==> config.mk <==
export PLATFORM = sky130hd
export DESIGN_NAME = skt_cell
export DESIGN_NICKNAME = d
export VERILOG_FILES = /design/src/rtl/skt_pkg.sv /design/src/rtl/skt_cell.sv
export SDC_FILE = /design/constraint.sdc
export NUM_CORES = 1
export LEC_CHECK = 0
export BUFFER_PORTS_ARGS = -buffer_cell sky130_fd_sc_hd__clkbuf_2
export CAP_MARGIN = 0
export CORE_AREA = 2 2 105 107
export CTS_BUF_LIST = sky130_fd_sc_hd__clkbuf_16
export CTS_CLUSTER_SIZE = 20
export DETAILED_ROUTE_END_ITERATION = 7
export DIE_AREA = 0 0 107 109
export SKIP_LAST_GASP = 1
export SLEW_MARGIN = 0
export SYNTH_ARGS = -nofsm -noshare
export SYNTH_HDL_FRONTEND = slang
export SYNTH_SLANG_ARGS = --single-unit
==> constraint.sdc <==
create_clock -name clk_i -period 3.05 [get_ports clk_i]
set_clock_uncertainty 0.15 [all_clocks]
set_input_delay 0.305 -clock clk_i [delete_from_list [all_inputs] [get_ports clk_i]]
set_output_delay 0.305 -clock clk_i [all_outputs]
set_load 0.01 [all_outputs]
==> src/rtl/skt_pkg.sv <==
package skt_pkg;

  typedef enum logic [1:0] {
    OP_INSERT = 2'd0,
    OP_DELETE = 2'd1,
    OP_LOOKUP = 2'd2
  } op_e;

  typedef enum logic [1:0] {
    ST_OK      = 2'd0,
    ST_FULL    = 2'd1,
    ST_DUP     = 2'd2,
    ST_MISSING = 2'd3
  } status_e;

  typedef enum logic {
    FSM_IDLE,
    FSM_EXEC
  } fsm_e;

  localparam int unsigned KeyW   = 32;
  localparam int unsigned GradeW = 8;
  localparam int unsigned PosW   = 5;
  localparam int unsigned CountW = 6;
  localparam int unsigned CapW   = 6;

  // Broadcast from the controller to every cell of the chain.
  typedef struct packed {
    logic                     cmp_en;
    logic                     ins;
    logic                     del;
    logic signed [KeyW-1:0]   key;
    logic [GradeW-1:0]        grade;
  } cell_ctrl_t;

endpackage

==> src/rtl/skt_cell.sv <==
module skt_cell
  import skt_pkg::*;
(
  input  logic                   clk_i,
  input  logic                   rst_ni,
  input  cell_ctrl_t             ctrl_i,
  input  logic                   left_lt_i,
  input  logic signed [KeyW-1:0] left_key_i,
  input  logic [GradeW-1:0]      left_grade_i,
  input  logic                   left_valid_i,
  input  logic signed [KeyW-1:0] right_key_i,
  input  logic [GradeW-1:0]      right_grade_i,
  input  logic                   right_valid_i,
  output logic signed [KeyW-1:0] key_o,
  output logic [GradeW-1:0]      grade_o,
  output logic                   valid_o,
  output logic                   lt_o,
  output logic                   eq_o
);

  logic signed [KeyW-1:0] key_q, key_d;
  logic [GradeW-1:0]      grade_q, grade_d;
  logic                   valid_q, valid_d;
  logic                   lt_q, eq_q;

  always_comb begin
    key_d   = key_q;
    grade_d = grade_q;
    valid_d = valid_q;
    if (ctrl_i.ins && !lt_q) begin
      if (left_lt_i) begin
        key_d   = ctrl_i.key;
        grade_d = ctrl_i.grade;
        valid_d = 1'b1;
      end else begin
        key_d   = left_key_i;
        grade_d = left_grade_i;
        valid_d = left_valid_i;
      end
    end else if (ctrl_i.del && !lt_q) begin
      key_d   = right_key_i;
      grade_d = right_grade_i;
      valid_d = right_valid_i;
    end
  end

  always_ff @(posedge clk_i or negedge rst_ni) begin
    if (!rst_ni) begin
      valid_q <= 1'b0;
      lt_q    <= 1'b0;
      eq_q    <= 1'b0;
    end else begin
      valid_q <= valid_d;
      if (ctrl_i.cmp_en) begin
        lt_q <= valid_q && (key_q < ctrl_i.key);
        eq_q <= valid_q && (key_q == ctrl_i.key);
      end
    end
  end

  always_ff @(posedge clk_i) begin
    key_q   <= key_d;
    grade_q <= grade_d;
  end

  assign key_o   = key_q;
  assign grade_o = grade_q;
  assign valid_o = valid_q;
  assign lt_o    = lt_q;
  assign eq_o    = eq_q;

endmodule

After elaboration in Yosys (flattened, before gate mapping)
Cells that the tools add are included.
Cells by class
  reductions and logical operators: 6
  muxes and demuxes: 9
  $lt $le $gt $ge: 1
  equal/unequal tests: 1
Operator list (count)
  2-to-1 mux 32 bit: 3
  equality test 32 bit: 1
  less-than comparator 32 bit: 1
  2-to-1 mux 8 bit: 3
  logical AND 1 bit: 4
  2-to-1 mux 1 bit: 3
  nonzero test 2 bit: 1
  logical NOT 1 bit: 1
Storage, ports and cells
  input bits: 128
  bits in registers: 43
  word-level logic and storage cells: 22
  output and inout bits: 43

Depth between registers and ports, before layout
  depth after elaboration: 4
  gate-level depth with buffers: 7
  gate-level depth less buffers: 7

Worst setup path after synthesis
OpenSTA, ideal clock, no wires.
  path type: register to register
  from: register lt_q (netlist: lt_o)
  to: register grade_q[0] (netlist: grade_o[0]), enable pin
  cell stages (with the launch flop): 2
  path slack: 0.312 ns
  setup time: 0.438 ns
  data arrival time: 2.150 ns
  cell sequence: dfrtp_1 > nor2_1
Between the ends
  word-level cells in the longest chain between the ends: 3
  elaborated cells on any way between the ends: 4
  those cells by class: reduce/logical: 4
Ends and longest elaborated chain
  from (decl): RTL line skt_cell.sv:24  | logic lt_q, eq_q;
  from (signal assigned): RTL line skt_cell.sv:55  | lt_q <= valid_q && (key_q < ctrl_i.key);
  logical NOT 1 bit *: RTL line skt_cell.sv:30, skt_cell.sv:40
  logical AND 1 bit, on equally long branches: RTL line skt_cell.sv:30, skt_cell.sv:40
  nonzero test 2 bit (no source line) *
  to (signal assigned): RTL line skt_cell.sv:63  | grade_q <= grade_d;
  to (decl): RTL line skt_cell.sv:22  | logic [GradeW-1:0] grade_q, grade_d;
Every way passes the cells marked *; elsewhere a longest branch is shown, timed or not.
A chain may end at the register's enable or synchronous reset.

Worst setup path after layout
  from: register key_q[31] (netlist: key_o[31])
  to: register lt_q (netlist: lt_o)
Between the ends
  word-level cells in the longest chain between the ends: 2
Ends and longest elaborated chain
  from (decl): RTL line skt_cell.sv:21  | logic signed [KeyW-1:0] key_q, key_d;
  from (signal assigned): RTL line skt_cell.sv:62  | key_q <= key_d;
  less-than comparator 32 bit: RTL line skt_cell.sv:55
  logical AND 1 bit: RTL line skt_cell.sv:55
Every way passes these cells.

==> impl_metrics.env <==
export IMPL_rsz0062_at_grt="no"
export IMPL_yosysSeqAreaShare_pct=43.00
export IMPL_grt_pass1_wl_um=12880
export IMPL_timing_hold_ws_ns=0.1188
export IMPL_critPathTopFamily="simple AND/OR/NAND/NOR gates"
export IMPL_drive_above_1_share_pct=39.37
export IMPL_drt_antenna_violating_nets=0
export IMPL_antennaDiodeCount=0
export IMPL_ir_drop_uv=235.3
export IMPL_hold_violations=0
export IMPL_n_fill_cell=1092
export IMPL_die_x_um=107
export IMPL_cts_resized=0
export IMPL_period_needed_ns=2.180
export IMPL_cpPeakStageDelay_ns=0.40
export IMPL_hold_class="in2reg"
export IMPL_clock_latency_ns=0.28
export IMPL_start_util_pct=27.99
export IMPL_wl_per_cell_um=13.09
export IMPL_report_power_total_mw=2.806
export IMPL_power_density_mw_per_mm2=678.6
export IMPL_postSynthAreaPerCell_um2=9.763
export IMPL_cts_clk_slew_worst_paths_ns=0.06
export IMPL_grt_overflow_total=0
export IMPL_cts_hold_buffers=1
export IMPL_worstHoldEndpoint="eq_o"
export IMPL_cp_end_kind="flop"
export IMPL_cts_tree="done"
export IMPL_core_mm2=0.01060
export IMPL_dp_cells=606
export IMPL_worstPathArrival_ns=2.21
export IMPL_final_util_pct=39.00
export IMPL_dieArea_mm2=0.01166
export IMPL_outcome="finished clean"
export IMPL_r2r_end="lt_o"
export IMPL_vias_per_cell=4.489
export IMPL_synth_warnings=0
export IMPL_drt_initial_drc_count=68
export IMPL_netlist_instances=304
export IMPL_die_y_um=109
export IMPL_hold_depth=2
export IMPL_cp_start_kind="flop"
export IMPL_nets=634
export IMPL_path_buf_inv=0
export IMPL_synth_cell_area_mm2=0.002968
export IMPL_worst_pin_slew_ns=0.5515
export IMPL_grt_pass1_vias=2794
export IMPL_finalCritPeriodShare_pct=71.47
export IMPL_drc=0
export IMPL_r2r_worst_path_cells=6
export IMPL_drt_pass1_iter_count=4
export IMPL_cp_slowest_cell="nor4_2"
export IMPL_rrSetupSlack_ns=0.87
export IMPL_slew_headroom_pct=63.24
export IMPL_worstPathMaxFanout=4
export IMPL_crit_type="reg2reg"
export IMPL_numCtsBuffers=5
export IMPL_antenna_found_initial=0
export IMPL_grt_max_degree=43
export IMPL_cts_sinks=43
export IMPL_drt_total_wl_um=8049
export IMPL_dp_hpwl_um=6649
export IMPL_root_buffer="clkbuf_16"
export IMPL_gp_congestion=0.7548
export IMPL_cellLeakagePower_nw=2.189
export IMPL_ys_ff_latch=43
export IMPL_setup_tns_ns=0
export IMPL_ctsLongestPathBuffers=2
export IMPL_setup_viol=0
export IMPL_drv_slew=0
export IMPL_area_delta_synth_final_pct=39.33
export IMPL_htreeDepth=2
export IMPL_drv_cap=0
export IMPL_hp_start="ctrl_i[42]"
export IMPL_syn_num_nets=464
export IMPL_num_vias=2761
export IMPL_crit_path_cell_trace="ha_1, nand4_1, nor4_2, a221oi_2, o32a_2, o41ai_2"
export IMPL_r2r_start="key_o[31]"
export IMPL_io_pin_count=171
export IMPL_rows=38
export IMPL_cp_required_ns=3.08
export IMPL_cts_setup_buffers=0
export IMPL_io_buffers=170
export IMPL_yosysUniqueCellTypes=30
export IMPL_fmax_mhz=458.8
export IMPL_grt_usage_pct=13.92
export IMPL_stdcell_count=615
## kinds of logic (layout without fill, tap and decap cells)
family | count (synthesis) | count (layout) | synth area share (%)
adder cells (fa/ha/maj) | 32 | 32 | 13.49
flip-flops | 43 | 43 | 43.00
AO/OA/AOI/OAI | 69 | 69 | 13.41
multiplexers | 40 | 40 | 13.49
buffers and inverters | 48 | 219 | 6.240
AND/OR/NAND/NOR | 72 | 72 | 10.37
## sequential cells by signal (all words and copies together), names as in the netlist
signal,cells
eq_o,1
grade_o,8
key_o,32
lt_o,1
valid_o,1
## synth_stat cells (all sizes together)
cell type	number	share of area [%]
buf	4	0.67
a21o	2	0.51
o22ai	1	0.21
edfxtp	40	40
dfrtp	3	2.5
and2	1	0.21
nand2b	3	0.63
ha	32	13
a221oi	2	0.80
nor3	2	0.34
mux2i	40	13
nand4	5	1.1
o21ai	46	7.8
o41ai	2	0.84
nand2	53	6.7
nor4	2	0.63
a221o	1	0.34
a211oi	1	0.25
nor2	5	0.63
a21oi	11	1.9
o21bai	1	0.25
inv	35	4.4
o32a	1	0.38
clkbuf	9	1.1
a31oi	1	0.21
nand3	1	0.17
## layer usage
layer	share of wire, %	global-route usage, %	wire [µm]
met3	8.1	3.586	652
met5	0	0	0
met4	0.91	3.061	73
met1	44	17.91	3556
met2	47	23.61	3766
## stage by stage
stage | setup WS [ns] | cell area, µm²
6_report | 0.8702 | 4135
5_1_grt | 0.6033 | 4135
3_3_place_gp | 0.8472 | 3988
4_1_cts | 0.8136 | 4135
3_5_place_dp | 0.7877 | 3988
2_1_floorplan | 0.3118 | 2968
## layout make-up
class,count,area (µm²),share of cell area [%]
well taps,140,175.2,4.236
multi-input cells,213,1516,36.67
clock inverters,3,12.51,0.3026
flip-flops and latches,43,1276,30.86
repair buffers,176,898.4,21.72
clock buffers,5,125.1,3.026
inverters,35,131.4,3.177
## cell usage in the layout (no fill, tap or decap)
cell / instances
a211oi_1: 1
a21o_1: 2
a21oi_1: 11
a221o_1: 1
a221oi_1: 1
a221oi_2: 1
a31oi_1: 1
and2_0: 1
buf_4: 5
clkbuf_16: 5
clkbuf_2: 170
clkinv_2: 1
dfrtp_1: 3
dlygate4sd3_1: 1
edfxtp_1: 40
ha_1: 32
inv_1: 37
mux2i_1: 40
nand2_1: 52
nand2_2: 1
nand2b_1: 3
nand3_1: 1
nand4_1: 5
nor2_1: 4
nor2_4: 1
nor3_1: 2
nor4_1: 1
nor4_2: 1
o21ai_0: 45
o21ai_1: 1
o21bai_1: 1
o22ai_1: 1
o32a_2: 1
o41ai_1: 1
o41ai_2: 1
## worst reg2reg max path, cell delays in order, from the launching register on
cell and delay [ns]:
edfxtp_1 0.39, ha_1 0.38, nand4_1 0.22, nor4_2 0.40, a221oi_2 0.14, o32a_2 0.35, o41ai_2 0.05
## power breakdown
group | internal, mW | switching (mW)
Combinational | 0.480 | 0.708
Clock | 0.296 | 0.217
Sequential | 0.975 | 0.130
## worst max-delay path by stage
| stage | from | endpoint | slack, ns | depth (start not counted) |
|---|---|---|---|---|
| after floorplan | lt_o | grade_o[0] | 0.31 | 1 |
| after global placement | ctrl_i[39] | lt_o | 0.85 | 8 |
| after detailed placement | ctrl_i[39] | lt_o | 0.79 | 8 |
| after CTS | key_o[31] | lt_o | 0.81 | 6 |
| after global routing | key_o[31] | lt_o | 0.60 | 6 |
| final | key_o[31] | lt_o | 0.87 | 6 |
No activity file was read; power rests on OpenSTA's default activity.
